**config.mk**
```make
export PLATFORM = sky130hd
export DESIGN_NAME = button_debounce_socd_hat
export DESIGN_NICKNAME = d
export VERILOG_FILES = /design/src/sv/bdsh_pkg.sv /design/src/sv/bdsh_lane.sv /design/src/sv/bdsh_merge.sv /design/src/sv/button_debounce_socd_hat.sv
export SDC_FILE = /design/constraint.sdc
export NUM_CORES = 2
export LEC_CHECK = 0
export BUFFER_PORTS_ARGS = -buffer_cell sky130_fd_sc_hd__buf_2
export CORE_AREA = 2 2 537 539
export DETAILED_ROUTE_END_ITERATION = 12
export DIE_AREA = 0 0 539 541
export HOLD_SLACK_MARGIN = 0.05
export SYNTH_ARGS = -nofsm -noshare
export SYNTH_HDL_FRONTEND = slang
export SYNTH_SLANG_ARGS = --single-unit
```
**constraint.sdc**
```tcl
create_clock -name clk_i -period 6.2 [get_ports clk_i]
set_clock_uncertainty 0.15 [all_clocks]
set_input_delay 0.31 -clock clk_i [delete_from_list [all_inputs] [get_ports clk_i]]
set_output_delay 0.31 -clock clk_i [all_outputs]
set_load 0.02 [all_outputs]
```
**src/sv/bdsh_pkg.sv**
```systemverilog
`default_nettype none

package bdsh_pkg;

  localparam int NUM_BUTTONS       = 21;
  localparam int NUM_TURBO_BUTTONS = 16;

  localparam int HAT_W    = 4;
  localparam int REPORT_W = NUM_BUTTONS + HAT_W;
  localparam int TIME_W   = 32;
  localparam int LOCK_W   = 20;
  localparam int CFG_IDX_W = 2;
  localparam int CFG_DATA_W = 32;
  localparam int RATE_W   = 2;

  // report bit positions of the four directions
  localparam int DIR_LEFT  = 0;
  localparam int DIR_DOWN  = 1;
  localparam int DIR_RIGHT = 2;
  localparam int DIR_UP    = 15;

  // register indexes
  localparam logic [CFG_IDX_W-1:0] CFG_SOCD_MODE   = 2'd0;
  localparam logic [CFG_IDX_W-1:0] CFG_KEY_DEBOUNCE  = 2'd1;
  localparam logic [CFG_IDX_W-1:0] CFG_TACT_DEBOUNCE = 2'd2;
  localparam logic [CFG_IDX_W-1:0] CFG_TURBO_RATES = 2'd3;

  localparam logic [LOCK_W-1:0] DEBOUNCE_RESET = 20'd5000;

  // turbo rate codes and the ms bit that gates each
  localparam logic [RATE_W-1:0] TURBO_OFF  = 2'd0;
  localparam logic [RATE_W-1:0] TURBO_SLOW = 2'd1;
  localparam logic [RATE_W-1:0] TURBO_MID  = 2'd2;
  localparam logic [RATE_W-1:0] TURBO_FAST = 2'd3;
  localparam int MS_BIT_15HZ = 5;
  localparam int MS_BIT_30HZ = 4;
  localparam int MS_BIT_60HZ = 3;

  // hat codes
  localparam logic [HAT_W-1:0] HAT_UP         = 4'd0;
  localparam logic [HAT_W-1:0] HAT_UP_RIGHT   = 4'd1;
  localparam logic [HAT_W-1:0] HAT_RIGHT      = 4'd2;
  localparam logic [HAT_W-1:0] HAT_DOWN_RIGHT = 4'd3;
  localparam logic [HAT_W-1:0] HAT_DOWN       = 4'd4;
  localparam logic [HAT_W-1:0] HAT_DOWN_LEFT  = 4'd5;
  localparam logic [HAT_W-1:0] HAT_LEFT       = 4'd6;
  localparam logic [HAT_W-1:0] HAT_UP_LEFT    = 4'd7;
  localparam logic [HAT_W-1:0] HAT_NEUTRAL    = 4'hF;

  typedef struct packed {
    logic cur;   // debounced state after this scan
    logic rise;  // debounced state went 0 -> 1 on this scan
  } lane_res_t;

  function automatic logic [HAT_W-1:0] hat_code(input logic up, input logic right,
                                                input logic down, input logic left);
    logic [HAT_W-1:0] h;
    if (up && right)      h = HAT_UP_RIGHT;
    else if (down && right) h = HAT_DOWN_RIGHT;
    else if (down && left)  h = HAT_DOWN_LEFT;
    else if (up && left)    h = HAT_UP_LEFT;
    else if (up)            h = HAT_UP;
    else if (right)         h = HAT_RIGHT;
    else if (down)          h = HAT_DOWN;
    else if (left)          h = HAT_LEFT;
    else                    h = HAT_NEUTRAL;
    return h;
  endfunction

endpackage

`default_nettype wire

```
**src/sv/bdsh_lane.sv**
```systemverilog
`default_nettype none

module bdsh_lane (
  input  wire logic                        clk_i,
  input  wire logic                        rst_ni,
  input  wire logic                        en_i,
  input  wire logic                        raw_i,
  input  wire logic [bdsh_pkg::TIME_W-1:0] now_i,
  input  wire logic [bdsh_pkg::LOCK_W-1:0] lock_time_i,
  output bdsh_pkg::lane_res_t              res_o
);
  import bdsh_pkg::*;

  logic              state_q, state_d;
  logic [TIME_W-1:0] lock_q, lock_d;
  logic [TIME_W-1:0] diff;
  logic              expired;
  logic              flip;

  // lock has run out once (lock - now) as signed is zero or negative
  assign diff    = lock_q - now_i;
  assign expired = (diff == '0) || diff[TIME_W-1];
  assign flip    = expired && (state_q != raw_i);

  assign state_d = state_q ^ flip;
  assign lock_d  = flip ? (now_i + {{(TIME_W-LOCK_W){1'b0}}, lock_time_i}) : lock_q;

  assign res_o.cur  = state_d;
  assign res_o.rise = state_d & ~state_q;

  always_ff @(posedge clk_i or negedge rst_ni) begin
    if (!rst_ni) begin
      state_q <= 1'b0;
      lock_q  <= '0;
    end else if (en_i) begin
      state_q <= state_d;
      lock_q  <= lock_d;
    end
  end

endmodule

`default_nettype wire

```
**src/sv/bdsh_merge.sv**
```systemverilog
`default_nettype none

module bdsh_merge (
  input  wire logic                                          clk_i,
  input  wire logic                                          rst_ni,
  input  wire logic                                          en_i,
  input  wire bdsh_pkg::lane_res_t [bdsh_pkg::NUM_BUTTONS-1:0] lane_i,
  input  wire logic                                          socd_mode_i,
  input  wire logic [bdsh_pkg::NUM_TURBO_BUTTONS*bdsh_pkg::RATE_W-1:0] turbo_rates_i,
  input  wire logic [bdsh_pkg::TIME_W-1:0]                   now_ms_i,
  output logic      [bdsh_pkg::REPORT_W-1:0]                 report_o,
  output logic      [bdsh_pkg::NUM_BUTTONS-1:0]              cleaned_o
);
  import bdsh_pkg::*;

  logic                   last_right_q, last_right_d;
  logic                   last_up_q, last_up_d;
  logic [NUM_BUTTONS-1:0] b;
  logic [NUM_BUTTONS-1:0] btn;
  logic [HAT_W-1:0]       hat;
  logic [RATE_W-1:0]      rate;
  logic                   phase;

  // direction history follows debounced rising edges; right/up win ties
  always_comb begin
    last_right_d = last_right_q;
    if (lane_i[DIR_RIGHT].rise)     last_right_d = 1'b1;
    else if (lane_i[DIR_LEFT].rise) last_right_d = 1'b0;
    last_up_d = last_up_q;
    if (lane_i[DIR_UP].rise)        last_up_d = 1'b1;
    else if (lane_i[DIR_DOWN].rise) last_up_d = 1'b0;
  end

  always_comb begin
    for (int i = 0; i < NUM_BUTTONS; i++) b[i] = lane_i[i].cur;
    if (b[DIR_LEFT] && b[DIR_RIGHT]) begin
      if (!socd_mode_i) begin
        b[DIR_LEFT]  = 1'b0;
        b[DIR_RIGHT] = 1'b0;
      end else if (last_right_d) begin
        b[DIR_LEFT] = 1'b0;
      end else begin
        b[DIR_RIGHT] = 1'b0;
      end
    end
    if (b[DIR_UP] && b[DIR_DOWN]) begin
      if (!socd_mode_i) begin
        b[DIR_UP]   = 1'b0;
        b[DIR_DOWN] = 1'b0;
      end else if (last_up_d) begin
        b[DIR_DOWN] = 1'b0;
      end else begin
        b[DIR_UP] = 1'b0;
      end
    end
  end

  assign hat = hat_code(b[DIR_UP], b[DIR_RIGHT], b[DIR_DOWN], b[DIR_LEFT]);

  // strip directions, then turbo gating per button
  always_comb begin
    btn = b;
    btn[DIR_LEFT]  = 1'b0;
    btn[DIR_DOWN]  = 1'b0;
    btn[DIR_RIGHT] = 1'b0;
    btn[DIR_UP]    = 1'b0;
    rate  = TURBO_OFF;
    phase = 1'b0;
    for (int i = 0; i < NUM_TURBO_BUTTONS; i++) begin
      rate = turbo_rates_i[RATE_W*i +: RATE_W];
      case (rate)
        TURBO_OFF:  phase = 1'b0;
        TURBO_SLOW: phase = now_ms_i[MS_BIT_15HZ];
        TURBO_MID:  phase = now_ms_i[MS_BIT_30HZ];
        TURBO_FAST: phase = now_ms_i[MS_BIT_60HZ];
        default:    phase = 1'b0;
      endcase
      if (phase) btn[i] = 1'b0;
    end
  end

  assign report_o  = {hat, btn};
  assign cleaned_o = b;

  always_ff @(posedge clk_i or negedge rst_ni) begin
    if (!rst_ni) begin
      last_right_q <= 1'b0;
      last_up_q    <= 1'b0;
    end else if (en_i) begin
      last_right_q <= last_right_d;
      last_up_q    <= last_up_d;
    end
  end

endmodule

`default_nettype wire

```
**src/sv/button_debounce_socd_hat.sv**
```systemverilog
// Channel  Direction  Handshake                Payload
// in       input      in_valid_i/in_ready_o    raw_buttons_i, now_us_i, now_ms_i
// out      output     out_valid_o/out_ready_i  report_o, cleaned_buttons_o
// cfg      input      cfg_valid_i/cfg_ready_o  cfg_index_i, cfg_data_i
//
// One scan per clock while in_ready_o is high; its result shows on the output in the cycle after the request
// is taken. This timing is set by the single output register behind the
// 21 debounce lanes and the merge stage.
// in_ready_o is low only while a result sits in the output register and the
// sink holds out_ready_i low. Reset clears all lock times, debounced bits and
// direction history, and restores the register reset values. cfg is always ready.
`default_nettype none

module button_debounce_socd_hat (
  input  wire logic                                clk_i,
  input  wire logic                                rst_ni,
  input  wire logic                                in_valid_i,
  output logic                                     in_ready_o,
  input  wire logic [bdsh_pkg::NUM_BUTTONS-1:0]    raw_buttons_i,
  input  wire logic [bdsh_pkg::TIME_W-1:0]         now_us_i,
  input  wire logic [bdsh_pkg::TIME_W-1:0]         now_ms_i,
  output logic                                     out_valid_o,
  input  wire logic                                out_ready_i,
  output logic      [bdsh_pkg::REPORT_W-1:0]       report_o,
  output logic      [bdsh_pkg::NUM_BUTTONS-1:0]    cleaned_buttons_o,
  input  wire logic                                cfg_valid_i,
  output logic                                     cfg_ready_o,
  input  wire logic [bdsh_pkg::CFG_IDX_W-1:0]      cfg_index_i,
  input  wire logic [bdsh_pkg::CFG_DATA_W-1:0]     cfg_data_i
);
  import bdsh_pkg::*;

  logic                                  socd_mode_q;
  logic [LOCK_W-1:0]                     key_deb_q;
  logic [LOCK_W-1:0]                     tact_deb_q;
  logic [NUM_TURBO_BUTTONS*RATE_W-1:0]   turbo_rates_q;

  logic                         accept;
  lane_res_t [NUM_BUTTONS-1:0]  lane_res;
  logic [REPORT_W-1:0]          report_d;
  logic [NUM_BUTTONS-1:0]       cleaned_d;
  logic                         out_valid_q;
  logic [REPORT_W-1:0]          report_q;
  logic [NUM_BUTTONS-1:0]       cleaned_q;

  assign cfg_ready_o = 1'b1;

  always_ff @(posedge clk_i or negedge rst_ni) begin
    if (!rst_ni) begin
      socd_mode_q   <= 1'b1;
      key_deb_q     <= DEBOUNCE_RESET;
      tact_deb_q    <= DEBOUNCE_RESET;
      turbo_rates_q <= '0;
    end else if (cfg_valid_i) begin
      case (cfg_index_i)
        CFG_SOCD_MODE:     socd_mode_q   <= cfg_data_i[0];
        CFG_KEY_DEBOUNCE:  key_deb_q     <= cfg_data_i[LOCK_W-1:0];
        CFG_TACT_DEBOUNCE: tact_deb_q    <= cfg_data_i[LOCK_W-1:0];
        CFG_TURBO_RATES:   turbo_rates_q <= cfg_data_i[NUM_TURBO_BUTTONS*RATE_W-1:0];
        default: ;
      endcase
    end
  end

  assign in_ready_o = !out_valid_q || out_ready_i;
  assign accept     = in_valid_i && in_ready_o;

  for (genvar g = 0; g < NUM_BUTTONS; g++) begin : g_lane
    bdsh_lane u_lane (
      .clk_i       (clk_i),
      .rst_ni      (rst_ni),
      .en_i        (accept),
      .raw_i       (raw_buttons_i[g]),
      .now_i       (now_us_i),
      .lock_time_i ((g < NUM_TURBO_BUTTONS) ? key_deb_q : tact_deb_q),
      .res_o       (lane_res[g])
    );
  end

  bdsh_merge u_merge (
    .clk_i         (clk_i),
    .rst_ni        (rst_ni),
    .en_i          (accept),
    .lane_i        (lane_res),
    .socd_mode_i   (socd_mode_q),
    .turbo_rates_i (turbo_rates_q),
    .now_ms_i      (now_ms_i),
    .report_o      (report_d),
    .cleaned_o     (cleaned_d)
  );

  always_ff @(posedge clk_i or negedge rst_ni) begin
    if (!rst_ni) begin
      out_valid_q <= 1'b0;
    end else if (in_ready_o) begin
      out_valid_q <= in_valid_i;
    end
  end

  always_ff @(posedge clk_i) begin
    if (accept) begin
      report_q  <= report_d;
      cleaned_q <= cleaned_d;
    end
  end

  assign out_valid_o       = out_valid_q;
  assign report_o          = report_q;
  assign cleaned_buttons_o = cleaned_q;

endmodule

`default_nettype wire

```
# [Word level (Yosys, flattened, before mapping)]
# Cells that the tools add are included.
# Widths: inputs -> output; s select.
[word_totals] latchBits=0 ff_bits=809 in_bits=124 memories=0 word_cells=327 rom_bits=0 ramBits=0
[op_classes] mux=35 n_lt_le_gt_ge=0 n_reduce_logical=113 div_mod_pow=0 eq_ne=60 shift=0 n_addsub=23 n_bitwise=29 n_mul=0
[op_table] cell="$logic_not 32->1" n=21
[op_table] cell="$sub 32x32->32" n=21
[op_table] cell="$add 32x20->32" n=2
[op_table] cell="$eq 2x2->1 const B" n=26
[op_table] cell="$reduce_and 2->1" n=25
[op_table] cell="$pmux 1 s4" n=12
[op_table] cell="$logic_and 1x1->1" n=28
[op_table] cell="$eq 2x1->1 const B" n=13
[op_table] cell="$logic_not 2->1" n=13
[op_table] cell="$logic_or 1x1->1" n=22
[op_table] cell="$ne 1x1->1" n=21
[op_table] cell="$xor 1x1->1" n=21
[op_table] cell="$mux 1" n=16
[op_table] cell="$mux 3" n=5
[op_table] cell="$reduce_or 7->1" n=1
[op_table] cell="$and 1x1->1" n=4
[op_table] cell="$mux 4" n=1
[op_table] cell="$not 1->1" n=4
[op_table] cell="$reduce_or 4->1" n=1
[op_table] cell="$mux 2" n=1
[op_table] cell="$reduce_or 2->1" n=1
[op_table] cell="$logic_not 1->1" n=1

# [Longest topological paths before layout]
[logic_depth] ltp_word=18 mapped_depth=19

# [Cells and area by module]
# Synthesis repeated with hierarchy kept, for this count alone.
[hier_totals] cells_unflattened=12683 area_unflattened_um2=107525.6
[by_module_without_submodules] mod="bdsh_lane (g_lane[1].u_lane ...)" seq_area_each_um2=825.8 cells_each=588 area_per_inst_um2=4845.9 instances=9
[by_module_without_submodules] mod="bdsh_lane (g_lane[0].u_lane ...)" seq_area_each_um2=825.8 cells_each=607 area_per_inst_um2=5067.4 instances=7
[by_module_without_submodules] mod="bdsh_lane (g_lane[10].u_lane ...)" seq_area_each_um2=825.8 cells_each=543 area_per_inst_um2=4494.3 instances=2
[by_module_without_submodules] mod="bdsh_lane (g_lane[9].u_lane)" seq_area_each_um2=825.8 cells_each=574 area_per_inst_um2=4790.8 instances=1
[by_module_without_submodules] mod="bdsh_lane (g_lane[12].u_lane)" seq_area_each_um2=825.8 cells_each=588 area_per_inst_um2=4772.1 instances=1
[by_module_without_submodules] mod="bdsh_lane (g_lane[19].u_lane)" seq_area_each_um2=825.8 cells_each=563 area_per_inst_um2=4655.7 instances=1
[by_module_without_submodules] mod="button_debounce_socd_hat" seq_area_each_um2=3246.9 cells_each=209 area_per_inst_um2=4383.0 instances=1
[by_module_without_submodules] mod="bdsh_merge" seq_area_each_um2=50.0 cells_each=122 area_per_inst_um2=850.8 instances=1

# [Worst setup path after synthesis]
# No wires, ideal clock.
[synth_timing] path_type="input port to flip-flop" from="input now_us_i[26] (netlist bit)" to="register g_lane[1].u_lane.lock_q[22]" path_buffers=2 cell_stages=17 setup_ns=0.128 required_time_ns=5.922 arrival_time_ns=4.830 setup_slack_ns=1.093 cell_sequence="inv_1 ha_1 buf_2 and2_1 nor2b_1 a2111oi_1 nand4_1 a2111oi_2 nand4_1 or4_1 or4_1 nor4b_2 a2111oi_0 or2_1 nor3_4 buf_4 mux2_1"
[synth_between] elab_chain_cells=5
[synth_rtl] element="from (decl)" line_no="button_debounce_socd_hat.sv:20" text="input wire logic [bdsh_pkg::TIME_W-1:0] now_us_i,"
[synth_rtl] element="$sub 32x32->32 *" line_no="bdsh_lane.sv:21" text="assign diff = lock_q - now_i;"
[synth_rtl] element="$logic_not 32->1" line_no="bdsh_lane.sv:22" text="assign expired = (diff == '0) || diff[TIME_W-1];"
[synth_rtl] element="$logic_or 1x1->1 *" line_no="bdsh_lane.sv:22"
[synth_rtl] element="$logic_and 1x1->1 *" line_no="bdsh_lane.sv:23" text="assign flip = expired && (state_q != raw_i);"
[synth_rtl] element="$reduce_and 2->1 (no source line) *"
[synth_rtl] element="to (signal assigned)" line_no="bdsh_lane.sv:37" text="lock_q <= lock_d;"
[synth_rtl] element="to (decl)" line_no="bdsh_lane.sv:15" text="logic [TIME_W-1:0] lock_q, lock_d;"
# Mark *: on every way between the ends. The rest lies on a longest branch, timed or not.
# A chain may end at the register's enable or synchronous reset.

# [Worst setup path in the final report]
[layout_timing] from="register g_lane[1].u_lane.lock_q[0]" to="register report_q[22] (netlist: report_o[22]) (data pin)"
[layout_between] elab_chain_cells=17 word_cells_on_any_way=25
[layout_rtl] element="$sub 32x32->32 *" line_no="bdsh_lane.sv:21"
[layout_rtl] element="$logic_not 32->1" line_no="bdsh_lane.sv:22"
[layout_rtl] element="$logic_or 1x1->1 *" line_no="bdsh_lane.sv:22"
[layout_rtl] element="$logic_and 1x1->1 *" line_no="bdsh_lane.sv:23"
[layout_rtl] element="$xor 1x1->1 *" line_no="bdsh_lane.sv:25" text="assign state_d = state_q ^ flip;"
[layout_rtl] element="$and 1x1->1" line_no="bdsh_lane.sv:29" text="assign res_o.rise = state_d & ~state_q;"
[layout_rtl] element="$mux 1" line_no="bdsh_merge.sv:31" text="else if (lane_i[DIR_DOWN].rise) last_up_d = 1'b0;"
[layout_rtl] element="$mux 1" line_no="bdsh_merge.sv:30" text="if (lane_i[DIR_UP].rise) last_up_d = 1'b1;"
[layout_rtl] element="$mux 1" line_no="bdsh_merge.sv:50" text="end else if (last_up_d) begin"
[layout_rtl] element="$mux 1" line_no="bdsh_merge.sv:47" text="if (!socd_mode_i) begin"
[layout_rtl] element="$mux 1" line_no="bdsh_merge.sv:46" text="if (b[DIR_UP] && b[DIR_DOWN]) begin"
[layout_rtl] element="$mux 3" line_no="bdsh_pkg.sv:64" text="else if (down) h = HAT_DOWN;"
[layout_rtl] element="$mux 3" line_no="bdsh_pkg.sv:63" text="else if (right) h = HAT_RIGHT;"
[layout_rtl] element="$mux 3" line_no="bdsh_pkg.sv:62" text="else if (up) h = HAT_UP;"
[layout_rtl] element="$mux 3" line_no="bdsh_pkg.sv:61" text="else if (up && left) h = HAT_UP_LEFT;"
[layout_rtl] element="$mux 3" line_no="bdsh_pkg.sv:60" text="else if (down && left) h = HAT_DOWN_LEFT;"
[layout_rtl] element="$mux 2" line_no="bdsh_pkg.sv:59" text="else if (down && right) h = HAT_DOWN_RIGHT;"
[layout_rtl] element="to (signal assigned)" line_no="button_debounce_socd_hat.sv:102" text="report_q <= report_d;"
[layout_rtl] element="to (decl)" line_no="button_debounce_socd_hat.sv:43" text="logic [REPORT_W-1:0] report_q;"
# Marks and branches as above.

==> impl_results.md <==
- Outcome: complete, no violations
- Post-Syn Instances: between 7000 and 8000
- CTS buffer count: 100
- Cell area after synthesis: a little over 70000 um2
- Number of detailed-route iterations in the first pass: 7
- Clock transition at path regs: 0.06 ns
- Synthesis-to-layout area growth: 15.5%
- Routed WL per cell: about 23 um
- Std-Cell Core Area: between 200000 and 300000 um2
- Placer Congestion: approximately 0.94
- Grt met1 use: 24.4%
- WP data required: between 6 and 7 ns
- Later-pin clock latency in the skew report: between 0.8 and 0.9 ns
- Max-cap violation count: 0
- Post-synth EDFFs: 37
- Met3 Usage GRT: between 2 and 3%
- GRT Total Usage: between 10% and 20%
- GRT Max-Usage Layer: met2
- Ys async rst share: a little over nine tenths
- Area leader, netlist: dfrtp_1
- Post-layout net count: roughly 9000
- CTS tree: yes
- Final hold vios: 0
- Chip height: ~540 um
- Post-detail-place hpwl: 196000 um
- Worst setup margin: 0.539 ns
- Slew @ Worst Pin: around 1.3 ns
- Vias: about 65000
- Setup crit start kind: flip-flop
- Min Tclk post-route: between 5 and 6 ns
- Row cnt: slightly below 200
- Critical path arrival: roughly 6.0 ns
- Leakage: 0.0351 uW
- Final WL: ~270000 um
- DR iter-0 viols: about 6000
- Final ANT Viol Nets: 0
- Critical path class: flip-flop to flip-flop
- Die ar.: 292000 um2
- Final setup viols: 0
- F_max: roughly 0.18 GHz
- Met2 Use GR: 28.3%
- Buffers on Ports: around 140
- PwrDens: around 550 nW/um2
- HP Class: input port to flip-flop
- Drt drc: 0
- Max rail drop VDD: roughly 0.29 mV
- Synth cell types: 115
- # fillers: ~30000
- Largest buffer count on any clock path: 3
- Relative slew slack: between 10% and 20%
- Post-CTS Resized: 0
- Fin. max-slew vios: 0
- Synth Flop Type: dfrtp_1
- Top-area cell type share of the netlist area: a little over a quarter
- CTS H-Tree Depth: 3
- First-pass GRT wire length: ~400000 um
- Vias in the first global route: between 50000 and 60000
- Crit end category: flip-flop
- Sequential area share after synthesis: about 28%
- RSZ-0062 raised after global routing: no
- Root buf cell: clkbuf_16
- Layout cell share with drive strength beyond 1: around 18%
- Flops & latches, synth: between 700 and 800
- Cell with the most instances after synthesis: dfrtp_1
- Vias per cell: about 5.4
- CP Max Fanout: 6
- Largest net degree at the start of global routing: around 150
- Starting Density: roughly 25%
- Mean Syn Cell Area: slightly above 9 um2
- Largest cells by area after synthesis: dfrtp_1, ha_1, mux2_2, a21oi_1, o21ai_0
- Initial antenna violation count: 73
- Clock Sinks: 798
- Post-synth top cells: dfrtp_1, mux2_2, ha_1
- Global route overflow: 0
- Top-level port count: around 170
- Warnings from Yosys: 0
- Setup Total Neg Slack: 0 ns
- Die width: between 500 and 600 um
- Final worst path period share: between 90 and 100%
- Setup WS pre-CTS: ~0.26 ns
worst paths after layout:
path / start / endpoint / slack, ns / cells past startpoint
max: g_lane[1].u_lane.lock_q[0] / report_o[22] / 0.54 / 18
min: cfg_index_i[1] / socd_mode_q / 0.09 / 3
max reg2reg: g_lane[1].u_lane.lock_q[0] / report_o[22] / 0.54 / 18
min reg2reg: g_lane[1].u_lane.lock_q[21] / g_lane[1].u_lane.lock_q[21] / 0.34 / 1
max in group asynchronous: rst_ni / g_lane[1].u_lane.lock_q[31] / 3.75 / 5
min in group asynchronous: rst_ni / g_lane[14].u_lane.lock_q[25] / 0.56 / 3
layout make-up:
type | instances | area [um2] | area share, %
inverters | 387 | 1460 | 1.77
repair buffers | 428 | 3520 | 4.27
clock buffers | 134 | 2800 | 3.40
multi-input cells | 6423 | 48900 | 59.4
well taps | 3781 | 4730 | 5.75
flip-flops and latches | 798 | 20200 | 24.5
clock inverters | 54 | 691 | 0.839
diodes | 36 | 90.1 | 0.109
per-stage QoR:
step	instance area, um2	util [%]	total power [uW]	cells	hold slack (ns)
after global routing	82300	28.7	48900	12000	0.0617
after CTS	82200	28.7	45100	12000	0.0506
after floorplan	71300	-	30700	7861	-0.136
final	82300	28.7	45400	12000	0.0870
after global placement	78100	27.3	38400	11800	0.215
after detailed placement	78100	27.3	38500	11800	0.216
state kept, by name (all words and copies together), names as in the netlist:
| name | flops |
|---|---|
| key_deb_q | 20 |
| report_o | 16 |
| cleaned_buttons_o | 21 |
| tact_deb_q | 20 |
| g_lane.u_lane.lock_q | 672 |
| out_valid_o | 1 |
| g_lane.u_lane.state_q | 21 |
| u_merge.last_up_q | 1 |
| turbo_rates_q | 24 |
| socd_mode_q | 1 |
| u_merge.last_right_q | 1 |
power by group:
group / switching, uW / internal (uW)
combinational: 17100 / 12700
clock: 2720 / 3590
sequential: 1420 / 7850
cell usage in the layout (no fill, tap or decap), types with 59 or more instances in the layout:
cell / instances
xor2_1: 88
o211ai_1: 74
nor2b_1: 111
a21o_1: 215
nor3_1: 210
o21bai_1: 75
buf_2: 134
clkbuf_16: 101
a2111oi_0: 77
and3_1: 77
ha_1: 691
nand2b_1: 125
or3_1: 59
nand2_1: 422
nand3_1: 165
a211oi_1: 66
xnor2_1: 193
mux2_2: 702
a31oi_1: 101
o21ai_0: 446
mux2i_1: 115
nor4_1: 67
o21a_1: 144
dfrtp_1: 750
a21oi_1: 581
nand4_1: 96
nor2_1: 506
buf_4: 196
inv_1: 355
metal layers:
metal / wire length, um / share of wire [%] / up-vias
met5: 105 / 0.038 / -
met4: 13200 / 4.8 / 14
met2: 120000 / 44 / 2429
met3: 21800 / 8.0 / 477
met1: 118000 / 43 / 31500
li1: - / - / 30400
cells by family after synthesis:
| group | Yosys count | synth area share (%) |
|---|---|---|
| AO/OA/AOI/OAI | 2371 | 22.2 |
| AND/OR/NAND/NOR | 2146 | 15.5 |
| multiplexers | 879 | 13.8 |
| flip-flops | 798 | 28.3 |
| adder cells (fa/ha/maj) | 714 | 12.8 |
| buffers and inverters | 640 | 3.63 |
| XOR/XNOR | 308 | 3.78 |
| other | 2 | 0.0105 |
worst max-delay path, stage by stage (launching register included):
cell and delay, ns:
dfrtp_1 0.32, inv_1 0.06, ha_1 0.21, fa_1 0.40, nand2b_1 0.18, a21oi_1 0.17
o21ai_1 0.11, a211oi_2 0.53, o21ai_1 0.21, mux2i_1 0.15, or4_1 0.56, or4_1 0.60
nor4b_2 0.35, a2111oi_0 0.20, buf_4 0.17, or2_1 0.27, mux2i_1 0.31, a21oi_1 0.12
o32a_1 0.34
timing repair:
action / in CTS / in global routing
hold endpoints to repair: 363 / 0
setup buffers: 0 / 0
setup endpoints to repair: 0 / 0
hold buffers: 58 / 0
Note: power is estimated with default switching activity, not from simulation.
